<file path="config.mk">
export PLATFORM = sky130hd
export DESIGN_NAME = serial_telemetry_frame_receiver_unit
export DESIGN_NICKNAME = d
export VERILOG_FILES = /design/src/hw/rtl/stfr_pkg.sv /design/src/hw/rtl/stfr_ram.sv /design/src/hw/rtl/stfr_queue.sv /design/src/hw/rtl/stfr_front.sv /design/src/hw/rtl/stfr_back.sv /design/src/hw/rtl/serial_telemetry_frame_receiver_unit.sv
export SDC_FILE = /design/constraint.sdc
export NUM_CORES = 1
export LEC_CHECK = 0
export BUFFER_PORTS_ARGS = -buffer_cell sky130_fd_sc_hd__buf_4
export CORE_MARGIN = 4
export CORE_UTILIZATION = 50
export CTS_BUF_LIST = sky130_fd_sc_hd__clkbuf_4
export CTS_CLUSTER_DIAMETER = 80
export CTS_CLUSTER_SIZE = 10
export DETAILED_ROUTE_END_ITERATION = 12
export GPL_TIMING_DRIVEN = 0
export PLACE_DENSITY = 0.66
export SETUP_SLACK_MARGIN = 0.4
export SLEW_MARGIN = 15
export SYNTH_ARGS = -nofsm -noshare
export SYNTH_HDL_FRONTEND = slang
export SYNTH_SLANG_ARGS = --single-unit
</file>
<file path="constraint.sdc">
create_clock -name clock -period 8.3 [get_ports clock]
set_input_delay 0.415 -clock clock [delete_from_list [all_inputs] [get_ports clock]]
set_output_delay 0.415 -clock clock [all_outputs]
set_load 0.02 [all_outputs]
</file>
<file path="src/hw/rtl/stfr_pkg.sv">
package stfr_pkg;

   localparam int MAX_FRAME  = 64;
   localparam int HALF_DEPTH = (MAX_FRAME + 1) / 2;
   localparam int HALF_AW    = $clog2(HALF_DEPTH);

   localparam logic [8:0] LEN_MAX    = 9'(MAX_FRAME);
   localparam logic [7:0] LEN_MIN    = 8'd5;
   localparam logic [7:0] BASIC_LEN  = 8'd34;
   localparam logic [7:0] FULL_LEN   = 8'd42;
   localparam logic [7:0] BODY_START = 8'd3;
   localparam logic [7:0] HEAD1_RST  = 8'd170;
   localparam logic [7:0] HEAD2_RST  = 8'd85;

   localparam logic [4:0] LAST_IDX_BASIC = 5'd14;
   localparam logic [4:0] LAST_IDX_FULL  = 5'd18;

   // word n lives at byte offset 4+2n, i.e. half-address 2+n
   localparam logic [HALF_AW-1:0] WORD_BASE = HALF_AW'(2);

   typedef enum logic [0:0] {
      CSR_HEADER_FIRST  = 1'b0,
      CSR_HEADER_SECOND = 1'b1
   } csr_index_type;

   typedef enum logic [1:0] {
      KIND_WORD     = 2'd0,
      KIND_CSUM_ERR = 2'd1,
      KIND_SHORT    = 2'd2,
      KIND_BAD_LEN  = 2'd3
   } kind_type;

   typedef struct packed {
      kind_type   kind;
      logic [7:0] frame_kind;
      logic       full;
   } job_type;

   typedef struct packed {
      logic               en_even;
      logic               en_odd;
      logic [HALF_AW-1:0] addr;
      logic [7:0]         data;
   } store_wr_type;

endpackage

</file>
<file path="src/hw/rtl/stfr_ram.sv">
module stfr_ram #(
   parameter int WIDTH = 8,
   parameter int DEPTH = 32
) (
   input  logic                     clock,
   input  logic                     wr_en,
   input  logic [$clog2(DEPTH)-1:0] wr_addr,
   input  logic [WIDTH-1:0]         wr_data,
   input  logic [$clog2(DEPTH)-1:0] rd_addr,
   output logic [WIDTH-1:0]         rd_data
);

   logic [WIDTH-1:0] mem_ff [DEPTH];
   logic [WIDTH-1:0] rd_data_ff;

   always_ff @(posedge clock) begin
      if (wr_en) begin
         mem_ff[wr_addr] <= wr_data;
      end
      rd_data_ff <= mem_ff[rd_addr];
   end

   assign rd_data = rd_data_ff;

endmodule

</file>
<file path="src/hw/rtl/stfr_queue.sv">
module stfr_queue (
   input  logic              clock,
   input  logic              reset,
   input  logic              push,
   input  stfr_pkg::job_type push_job,
   output logic              full,
   input  logic              pop,
   output logic              head_valid,
   output stfr_pkg::job_type head_job
);

   import stfr_pkg::*;

   job_type    entry_ff [2];
   logic       wr_ptr_ff, wr_ptr_in;
   logic       rd_ptr_ff, rd_ptr_in;
   logic [1:0] count_ff, count_in;

   always_comb begin
      wr_ptr_in = wr_ptr_ff;
      rd_ptr_in = rd_ptr_ff;
      count_in  = count_ff;
      if (push) begin
         wr_ptr_in = ~wr_ptr_ff;
      end
      if (pop) begin
         rd_ptr_in = ~rd_ptr_ff;
      end
      if (push && !pop) begin
         count_in = count_ff + 2'd1;
      end else if (pop && !push) begin
         count_in = count_ff - 2'd1;
      end
   end

   always_ff @(posedge clock) begin
      if (reset) begin
         wr_ptr_ff <= 1'b0;
         rd_ptr_ff <= 1'b0;
         count_ff  <= 2'd0;
      end else begin
         wr_ptr_ff <= wr_ptr_in;
         rd_ptr_ff <= rd_ptr_in;
         count_ff  <= count_in;
      end
   end

   always_ff @(posedge clock) begin
      if (push) begin
         entry_ff[wr_ptr_ff] <= push_job;
      end
   end

   assign full       = count_ff[1];
   assign head_valid = (count_ff != 2'd0);
   assign head_job   = entry_ff[rd_ptr_ff];

endmodule

</file>
<file path="src/hw/rtl/stfr_front.sv">
module stfr_front (
   input  logic                   clock,
   input  logic                   reset,
   input  logic                   req_valid,
   output logic                   req_stall,
   input  logic [7:0]             req_rx_byte,
   input  logic                   csr_valid,
   input  stfr_pkg::csr_index_type csr_index,
   input  logic [7:0]             csr_data,
   output logic                   push,
   output stfr_pkg::job_type      push_job,
   input  logic                   queue_full,
   input  logic                   words_done,
   output stfr_pkg::store_wr_type store_wr
);

   import stfr_pkg::*;

   typedef enum logic [3:0] {
      F_HEAD1 = 4'b0001,
      F_HEAD2 = 4'b0010,
      F_LEN   = 4'b0100,
      F_BODY  = 4'b1000
   } front_state_type;

   front_state_type state_ff, state_in;
   logic [7:0] head1_ff, head1_in;
   logic [7:0] head2_ff, head2_in;
   logic [7:0] len_ff, len_in;
   logic [7:0] pos_ff, pos_in;
   logic [7:0] sum_ff, sum_in;
   logic [7:0] fkind_ff, fkind_in;
   logic       busy_ff, busy_in;
   logic       accept;

   assign req_stall = queue_full || busy_ff;
   assign accept    = req_valid && !req_stall;

   always_comb begin
      head1_in = head1_ff;
      head2_in = head2_ff;
      if (csr_valid) begin
         unique case (csr_index)
            CSR_HEADER_FIRST:  head1_in = csr_data;
            CSR_HEADER_SECOND: head2_in = csr_data;
            default:           head1_in = head1_ff;
         endcase
      end
   end

   always_comb begin
      state_in = state_ff;
      len_in   = len_ff;
      pos_in   = pos_ff;
      sum_in   = sum_ff;
      fkind_in = fkind_ff;
      busy_in  = busy_ff;
      push     = 1'b0;
      push_job = '{kind: KIND_WORD, frame_kind: fkind_ff, full: 1'b0};
      store_wr = '{en_even: 1'b0, en_odd: 1'b0, addr: pos_ff[HALF_AW:1],
                   data: req_rx_byte};
      if (words_done) begin
         busy_in = 1'b0;
      end
      if (accept) begin
         unique case (state_ff)
            F_HEAD2: begin
               if (req_rx_byte == head2_ff) begin
                  sum_in   = sum_ff + req_rx_byte;
                  state_in = F_LEN;
               end else begin
                  state_in = F_HEAD1;
               end
            end
            F_LEN: begin
               if (req_rx_byte < LEN_MIN || {1'b0, req_rx_byte} > LEN_MAX) begin
                  push     = 1'b1;
                  push_job = '{kind: KIND_BAD_LEN, frame_kind: 8'd0, full: 1'b0};
                  state_in = F_HEAD1;
               end else begin
                  len_in   = req_rx_byte;
                  sum_in   = sum_ff + req_rx_byte;
                  pos_in   = BODY_START;
                  state_in = F_BODY;
               end
            end
            F_BODY: begin
               store_wr.en_even = ~pos_ff[0];
               store_wr.en_odd  = pos_ff[0];
               if (pos_ff == BODY_START) begin
                  fkind_in = req_rx_byte;
               end
               if ((pos_ff + 8'd1) < len_ff) begin
                  sum_in = sum_ff + req_rx_byte;
                  pos_in = pos_ff + 8'd1;
               end else begin
                  state_in = F_HEAD1;
                  push     = 1'b1;
                  priority if (req_rx_byte != sum_ff) begin
                     push_job.kind = KIND_CSUM_ERR;
                  end else if (len_ff < BASIC_LEN) begin
                     push_job.kind = KIND_SHORT;
                  end else begin
                     push_job.kind = KIND_WORD;
                     push_job.full = (len_ff >= FULL_LEN);
                     busy_in       = 1'b1;
                  end
               end
            end
            default: begin
               if (req_rx_byte == head1_ff) begin
                  sum_in   = req_rx_byte;
                  state_in = F_HEAD2;
               end else begin
                  sum_in   = 8'd0;
                  state_in = F_HEAD1;
               end
            end
         endcase
      end
   end

   always_ff @(posedge clock) begin
      if (reset) begin
         state_ff <= F_HEAD1;
         head1_ff <= HEAD1_RST;
         head2_ff <= HEAD2_RST;
         len_ff   <= 8'd0;
         pos_ff   <= 8'd0;
         sum_ff   <= 8'd0;
         busy_ff  <= 1'b0;
      end else begin
         state_ff <= state_in;
         head1_ff <= head1_in;
         head2_ff <= head2_in;
         len_ff   <= len_in;
         pos_ff   <= pos_in;
         sum_ff   <= sum_in;
         busy_ff  <= busy_in;
      end
   end

   always_ff @(posedge clock) begin
      fkind_ff <= fkind_in;
   end

endmodule

</file>
<file path="src/hw/rtl/stfr_back.sv">
module stfr_back (
   input  logic                          clock,
   input  logic                          reset,
   input  logic                          head_valid,
   input  stfr_pkg::job_type             head_job,
   output logic                          pop,
   output logic                          words_done,
   output logic [stfr_pkg::HALF_AW-1:0]  rd_addr,
   input  logic [7:0]                    rd_hi,
   input  logic [7:0]                    rd_lo,
   output logic                          rsp_valid,
   input  logic                          rsp_stall,
   output logic [1:0]                    rsp_kind,
   output logic [4:0]                    rsp_word_index,
   output logic signed [15:0]            rsp_word_value,
   output logic [7:0]                    rsp_frame_kind,
   output logic                          rsp_last
);

   import stfr_pkg::*;

   typedef enum logic [2:0] {
      B_IDLE = 3'b001,
      B_READ = 3'b010,
      B_LOAD = 3'b100
   } back_state_type;

   back_state_type     state_ff, state_in;
   logic [4:0]         idx_ff, idx_in;
   logic [4:0]         last_idx_ff, last_idx_in;
   logic [7:0]         fkind_ff, fkind_in;
   logic [HALF_AW-1:0] addr_ff, addr_in;

   logic               valid_ff, valid_in;
   kind_type           kind_ff, kind_in;
   logic [4:0]         oidx_ff, oidx_in;
   logic [15:0]        value_ff, value_in;
   logic [7:0]         ofkind_ff, ofkind_in;
   logic               last_ff, last_in;

   logic               slot_free;
   logic               load;

   assign slot_free = !valid_ff || !rsp_stall;

   always_comb begin
      state_in    = state_ff;
      idx_in      = idx_ff;
      last_idx_in = last_idx_ff;
      fkind_in    = fkind_ff;
      addr_in     = addr_ff;
      pop         = 1'b0;
      words_done  = 1'b0;
      load        = 1'b0;
      kind_in     = kind_ff;
      oidx_in     = oidx_ff;
      value_in    = value_ff;
      ofkind_in   = ofkind_ff;
      last_in     = last_ff;
      unique case (state_ff)
         B_READ: state_in = B_LOAD;
         B_LOAD: begin
            if (slot_free) begin
               load      = 1'b1;
               kind_in   = KIND_WORD;
               oidx_in   = idx_ff;
               value_in  = {rd_hi, rd_lo};
               ofkind_in = fkind_ff;
               last_in   = (idx_ff == last_idx_ff);
               if (idx_ff == last_idx_ff) begin
                  words_done = 1'b1;
                  state_in   = B_IDLE;
               end else begin
                  idx_in   = idx_ff + 5'd1;
                  addr_in  = addr_ff + HALF_AW'(1);
                  state_in = B_READ;
               end
            end
         end
         default: begin
            if (head_valid) begin
               if (head_job.kind != KIND_WORD) begin
                  if (slot_free) begin
                     pop       = 1'b1;
                     load      = 1'b1;
                     kind_in   = head_job.kind;
                     oidx_in   = 5'd0;
                     value_in  = 16'd0;
                     ofkind_in = head_job.frame_kind;
                     last_in   = 1'b1;
                  end
               end else begin
                  pop         = 1'b1;
                  fkind_in    = head_job.frame_kind;
                  last_idx_in = head_job.full ? LAST_IDX_FULL : LAST_IDX_BASIC;
                  idx_in      = 5'd0;
                  addr_in     = WORD_BASE;
                  state_in    = B_READ;
               end
            end
         end
      endcase
      valid_in = load ? 1'b1 : (valid_ff && rsp_stall);
   end

   always_ff @(posedge clock) begin
      if (reset) begin
         state_ff <= B_IDLE;
         valid_ff <= 1'b0;
      end else begin
         state_ff <= state_in;
         valid_ff <= valid_in;
      end
   end

   always_ff @(posedge clock) begin
      idx_ff      <= idx_in;
      last_idx_ff <= last_idx_in;
      fkind_ff    <= fkind_in;
      addr_ff     <= addr_in;
      kind_ff     <= kind_in;
      oidx_ff     <= oidx_in;
      value_ff    <= value_in;
      ofkind_ff   <= ofkind_in;
      last_ff     <= last_in;
   end

   assign rd_addr        = addr_ff;
   assign rsp_valid      = valid_ff;
   assign rsp_kind       = kind_ff;
   assign rsp_word_index = oidx_ff;
   assign rsp_word_value = value_ff;
   assign rsp_frame_kind = ofkind_ff;
   assign rsp_last       = last_ff;

endmodule

</file>
<file path="src/hw/rtl/serial_telemetry_frame_receiver_unit.sv">
// Bytes are taken one per cycle while a frame is parsed and req_stall is low; a
// status result passes through the job queue and the output register to rsp.
// A good frame of 34+ bytes yields 15 or 19 words from the even/odd byte stores,
// each read in B_READ and B_LOAD; input is stalled until the last word is loaded.
// Reset clears the parser and the result path; the byte store is not cleared.
module serial_telemetry_frame_receiver_unit (
   input  logic                    clock,
   input  logic                    reset,
   input  logic                    req_valid,
   output logic                    req_stall,
   input  logic [7:0]              req_rx_byte,
   output logic                    rsp_valid,
   input  logic                    rsp_stall,
   output logic [1:0]              rsp_kind,
   output logic [4:0]              rsp_word_index,
   output logic signed [15:0]      rsp_word_value,
   output logic [7:0]              rsp_frame_kind,
   output logic                    rsp_last,
   input  logic                    csr_valid,
   output logic                    csr_ready,
   input  stfr_pkg::csr_index_type csr_index,
   input  logic [7:0]              csr_data
);

   import stfr_pkg::*;

   logic               push;
   job_type            push_job;
   logic               queue_full;
   logic               pop;
   logic               head_valid;
   job_type            head_job;
   logic               words_done;
   store_wr_type       store_wr;
   logic [HALF_AW-1:0] rd_addr;
   logic [7:0]         rd_hi;
   logic [7:0]         rd_lo;

   assign csr_ready = 1'b1;

   stfr_front u_front (
      .clock       (clock),
      .reset       (reset),
      .req_valid   (req_valid),
      .req_stall   (req_stall),
      .req_rx_byte (req_rx_byte),
      .csr_valid   (csr_valid),
      .csr_index   (csr_index),
      .csr_data    (csr_data),
      .push        (push),
      .push_job    (push_job),
      .queue_full  (queue_full),
      .words_done  (words_done),
      .store_wr    (store_wr)
   );

   stfr_queue u_queue (
      .clock      (clock),
      .reset      (reset),
      .push       (push),
      .push_job   (push_job),
      .full       (queue_full),
      .pop        (pop),
      .head_valid (head_valid),
      .head_job   (head_job)
   );

   stfr_ram #(.WIDTH(8), .DEPTH(HALF_DEPTH)) u_store_even (
      .clock   (clock),
      .wr_en   (store_wr.en_even),
      .wr_addr (store_wr.addr),
      .wr_data (store_wr.data),
      .rd_addr (rd_addr),
      .rd_data (rd_hi)
   );

   stfr_ram #(.WIDTH(8), .DEPTH(HALF_DEPTH)) u_store_odd (
      .clock   (clock),
      .wr_en   (store_wr.en_odd),
      .wr_addr (store_wr.addr),
      .wr_data (store_wr.data),
      .rd_addr (rd_addr),
      .rd_data (rd_lo)
   );

   stfr_back u_back (
      .clock          (clock),
      .reset          (reset),
      .head_valid     (head_valid),
      .head_job       (head_job),
      .pop            (pop),
      .words_done     (words_done),
      .rd_addr        (rd_addr),
      .rd_hi          (rd_hi),
      .rd_lo          (rd_lo),
      .rsp_valid      (rsp_valid),
      .rsp_stall      (rsp_stall),
      .rsp_kind       (rsp_kind),
      .rsp_word_index (rsp_word_index),
      .rsp_word_value (rsp_word_value),
      .rsp_frame_kind (rsp_frame_kind),
      .rsp_last       (rsp_last)
   );

   a_status_last: assert property (@(posedge clock) disable iff (reset)
      rsp_valid && rsp_kind != KIND_WORD |-> rsp_last && rsp_word_index == 5'd0
                                              && rsp_word_value == 16'sd0)
      else $error("status result malformed");

   a_bad_len_kind: assert property (@(posedge clock) disable iff (reset)
      rsp_valid && rsp_kind == KIND_BAD_LEN |-> rsp_frame_kind == 8'd0)
      else $error("bad length result carries a frame kind");

   a_word_index: assert property (@(posedge clock) disable iff (reset)
      rsp_valid && rsp_kind == KIND_WORD |-> rsp_word_index <= LAST_IDX_FULL)
      else $error("word index out of range");

   a_words_block_input: assert property (@(posedge clock) disable iff (reset)
      push && push_job.kind == KIND_WORD |=> req_stall)
      else $error("input not held while words are emitted");

   a_no_push_full: assert property (@(posedge clock) disable iff (reset)
      queue_full |-> !push)
      else $error("push into full job queue");

endmodule
</file>
==> qor.yml <==
outcome: "completed"
post-route-min-period_ns: 4.22
route.detailed.drc: 0
grt_remaining_overflow: 0
synthXorXnorAreaFrac: 0.0119
fp.dieH_um: 238
p_leak_nw: 9.30
power_frac_comb: 0.125
die_w_um: 238
grt_pass1_vias: 13700
synth_compound_area_frac: 0.0230
ys_types: 63
synth_seq_area_share: 0.728
cts.sinks: 664
peakVddDrop_v: 0.0000990
power_density_nw_per_um2: 217
muxShareOfSynthArea: 0.156
grt_first_pass_wirelength_um: 86700
period_share: 0.508
max_cap_viol_count: 0
worstSkewPairLatency_ns: 0.84
place_hpwl_um: 37300
cts-root-buf: "clkbuf_4"
drtAntennaViolNets: 0
syn_to_final_growth_pct: 8.89
htreeDepth: 3
pin_count: 57
p_seq_frac: 0.605
power.internal_w: 0.00473
final-hold-violation-count: 0
finalMaxSlewViolations: 0
cts.hold.buffers_added: 15
drt_first_pass_iters: 5
antenna_found_initial: 1
cp-start-kind: "flop"
portBuffers: 52
cts_resized: 0
synth_seq_cells: 664
critPathKind: "reg2reg"
fin_skew_ns: 0.0778
synth-edff-count: 594
clock_path_buffers: 3
cp-end-kind: "flop"
p_sw_frac: 0.242
cp_data_required_time_ns: 8.70
drt_iter0_drc: 1234
coreArea_um2: 52400
pwr-share-clk: 0.270
gp_congestion: 0.828
syn_avg_cell_area_um2: 18.6
ys_warn_count: 0
syn_nets: 1462
synthSimpleGateAreaFrac: 0.0556
worstHoldPathType: "in2reg"
fp.dieArea_um2: 56600
synth_top_family_by_area: "multiplexers"
wire_per_inst_um: 25.3
synthAdderAreaFrac: 0.00975
synthArstFlopShare: 0
timing.fmax_mhz: 237
dpl_cell_area_um2: 27700
rsz0062_at_grt: "no"
numCtsBuffers: 76
start_util: 0.504
synth_flop_cell: "edfxtp_1"
drive_above_1_share: 0.253
setup_viol: 0
rows: 84
setup_tns_ns: 0
grt_start_max_net_pins: 73
syn_inst: 1420
vias: 13500
critPathMaxFanout: 11
crit_arrival_ns: 4.61
grt.total_usage: 0.206
p_switching_w: 0.00151
path_clk_slew_ns: 0.12
vias_per_cell: 5.90
synth_area_um2: 26400
final_area_um2: 28800
cts_tree: "yes"
slew_headroom: 0.249
cts_setup_buffers: 0
worstMarginPinSlew_ns: 1.12
layout.nets: 1609
wl_um: 58000
final_util: 0.549
[per-stage QoR]
step                      setup slack, ns  total power, W  hold slack [ns]  instances
after global routing                 3.68         0.00650            0.114       2295
after floorplan                      4.88         0.00434            0.449       1420
final                                4.08         0.00624            0.137       2295
after detailed placement             4.15         0.00463            0.462       2162
after global placement               4.24         0.00461            0.463       2160
after CTS                            4.09         0.00629           0.0509       2294
[critical path: stages, from the launching register on]
cell and delay [ns]:
dfxtp_1 0.35, clkbuf_1 0.38, and3_1 0.22, clkbuf_1 0.26, nand3_1 0.19, xnor2_1 0.16
ha_1 0.30, nand2_1 0.07, nor3_1 0.46, a21oi_1 0.19, o21ai_0 0.29, nand2_1 0.16
nor2_1 0.77
[power groups by stage]
stage	clock (W)	combinational [W]	sequential (W)
3_3_place_gp	0	0.000763	0.00385
5_1_grt	0.00188	0.000835	0.00378
3_5_place_dp	0	0.000784	0.00385
6_report	0.00168	0.000782	0.00377
4_1_cts	0.00173	0.000792	0.00377
2_1_floorplan	0	0.000468	0.00388
[final cells by class]
type | count | area (um2)
plain buffers | 73 | 344
inverters | 23 | 86.3
diodes | 1 | 2.50
repair buffers | 69 | 572
multi-input cells | 660 | 6790
fillers | 4048 | 23700
clock buffers | 113 | 848
well taps | 688 | 861
clock inverters | 4 | 50.0
flip-flops and latches | 664 | 19200
[path summary, 6_finish.rpt]
check / from / endpoint / slack (ns) / cells past startpoint
max: u_front.pos_ff[0] / u_queue.entry_ff[1][6] / 4.08 / 12
min: req_valid / u_queue.wr_ptr_ff / 0.14 / 4
max reg2reg: u_front.pos_ff[0] / u_queue.entry_ff[1][6] / 4.08 / 12
min reg2reg: u_front.head2_ff[7] / u_front.head2_ff[7] / 0.48 / 2
[cells in the final DEF (no fill, tap or decap), drive strengths merged, types with 15 or more instances in the layout]
cell type,netlist,layout
nor2,124,124
mux4,160,160
edfxtp,594,594
and3,26,26
xnor2,26,26
a21oi,39,39
clkbuf,38,151
nor3,16,16
inv,22,23
nand3,32,32
buf,35,89
dfxtp,70,70
nand2,47,47
dlygate4sd3,0,15
o21ai,18,18
ha,19,19
mux2i,15,15
mux2,32,32
[routing by layer]
| layer | global-route usage | share of wire | vias to the layer above |
|---|---|---|---|
| met5 | 0 | 0 | - |
| met4 | 0.0633 | 0.025 | 0 |
| met3 | 0.0341 | 0.071 | 91 |
| met2 | 0.323 | 0.48 | 502 |
| met1 | 0.303 | 0.43 | 6981 |
| li1 | - | - | 5968 |
[state kept, by name (all words and copies together), names as in the netlist, 16 cells and up, named ones only]
name	flops
u_store_odd.mem_ff	256
u_back.rsp_word_value	16
u_queue.entry_ff	22
u_store_even.mem_ff	256
[Yosys cell counts, types with 3 or more instances]
library cell | n | area [um2]
or2_2 | 5 | 31.3
mux2i_1 | 15 | 150
o21ai_0 | 18 | 90.1
buf_1 | 16 | 60.1
dfxtp_1 | 70 | 1400
a221oi_1 | 6 | 52.6
nor3_1 | 15 | 75.1
nor2b_1 | 9 | 56.3
a21oi_1 | 39 | 195
or3b_2 | 3 | 26.3
nand4_1 | 6 | 37.5
nand2_1 | 47 | 176
nor2_1 | 122 | 458
and3_1 | 26 | 163
and2_1 | 12 | 75.1
ha_1 | 19 | 238
buf_2 | 5 | 25.0
buf_6 | 3 | 33.8
a21o_1 | 3 | 22.5
xor2_1 | 10 | 87.6
xnor2_1 | 26 | 228
inv_1 | 22 | 82.6
o31ai_1 | 3 | 22.5
a211oi_1 | 3 | 22.5
clkbuf_1 | 38 | 143
mux2_2 | 32 | 360
mux4_2 | 160 | 3600
nor4_1 | 3 | 18.8
nand2b_1 | 5 | 31.3
buf_4 | 11 | 82.6
edfxtp_1 | 594 | 17800
nand3b_1 | 5 | 37.5
nand3_1 | 32 | 160
[kinds of logic after synthesis]
group                      after synthesis
DFF                                    664
and+or+nand+nor                        303
muxes                                  207
buffers and inverters                   96
AOI/OAI and AO/OA                       93
xor gates and xnor gates                36
adders and majority gates               20
other                                    1
Power figures use the tool's default switching activity.
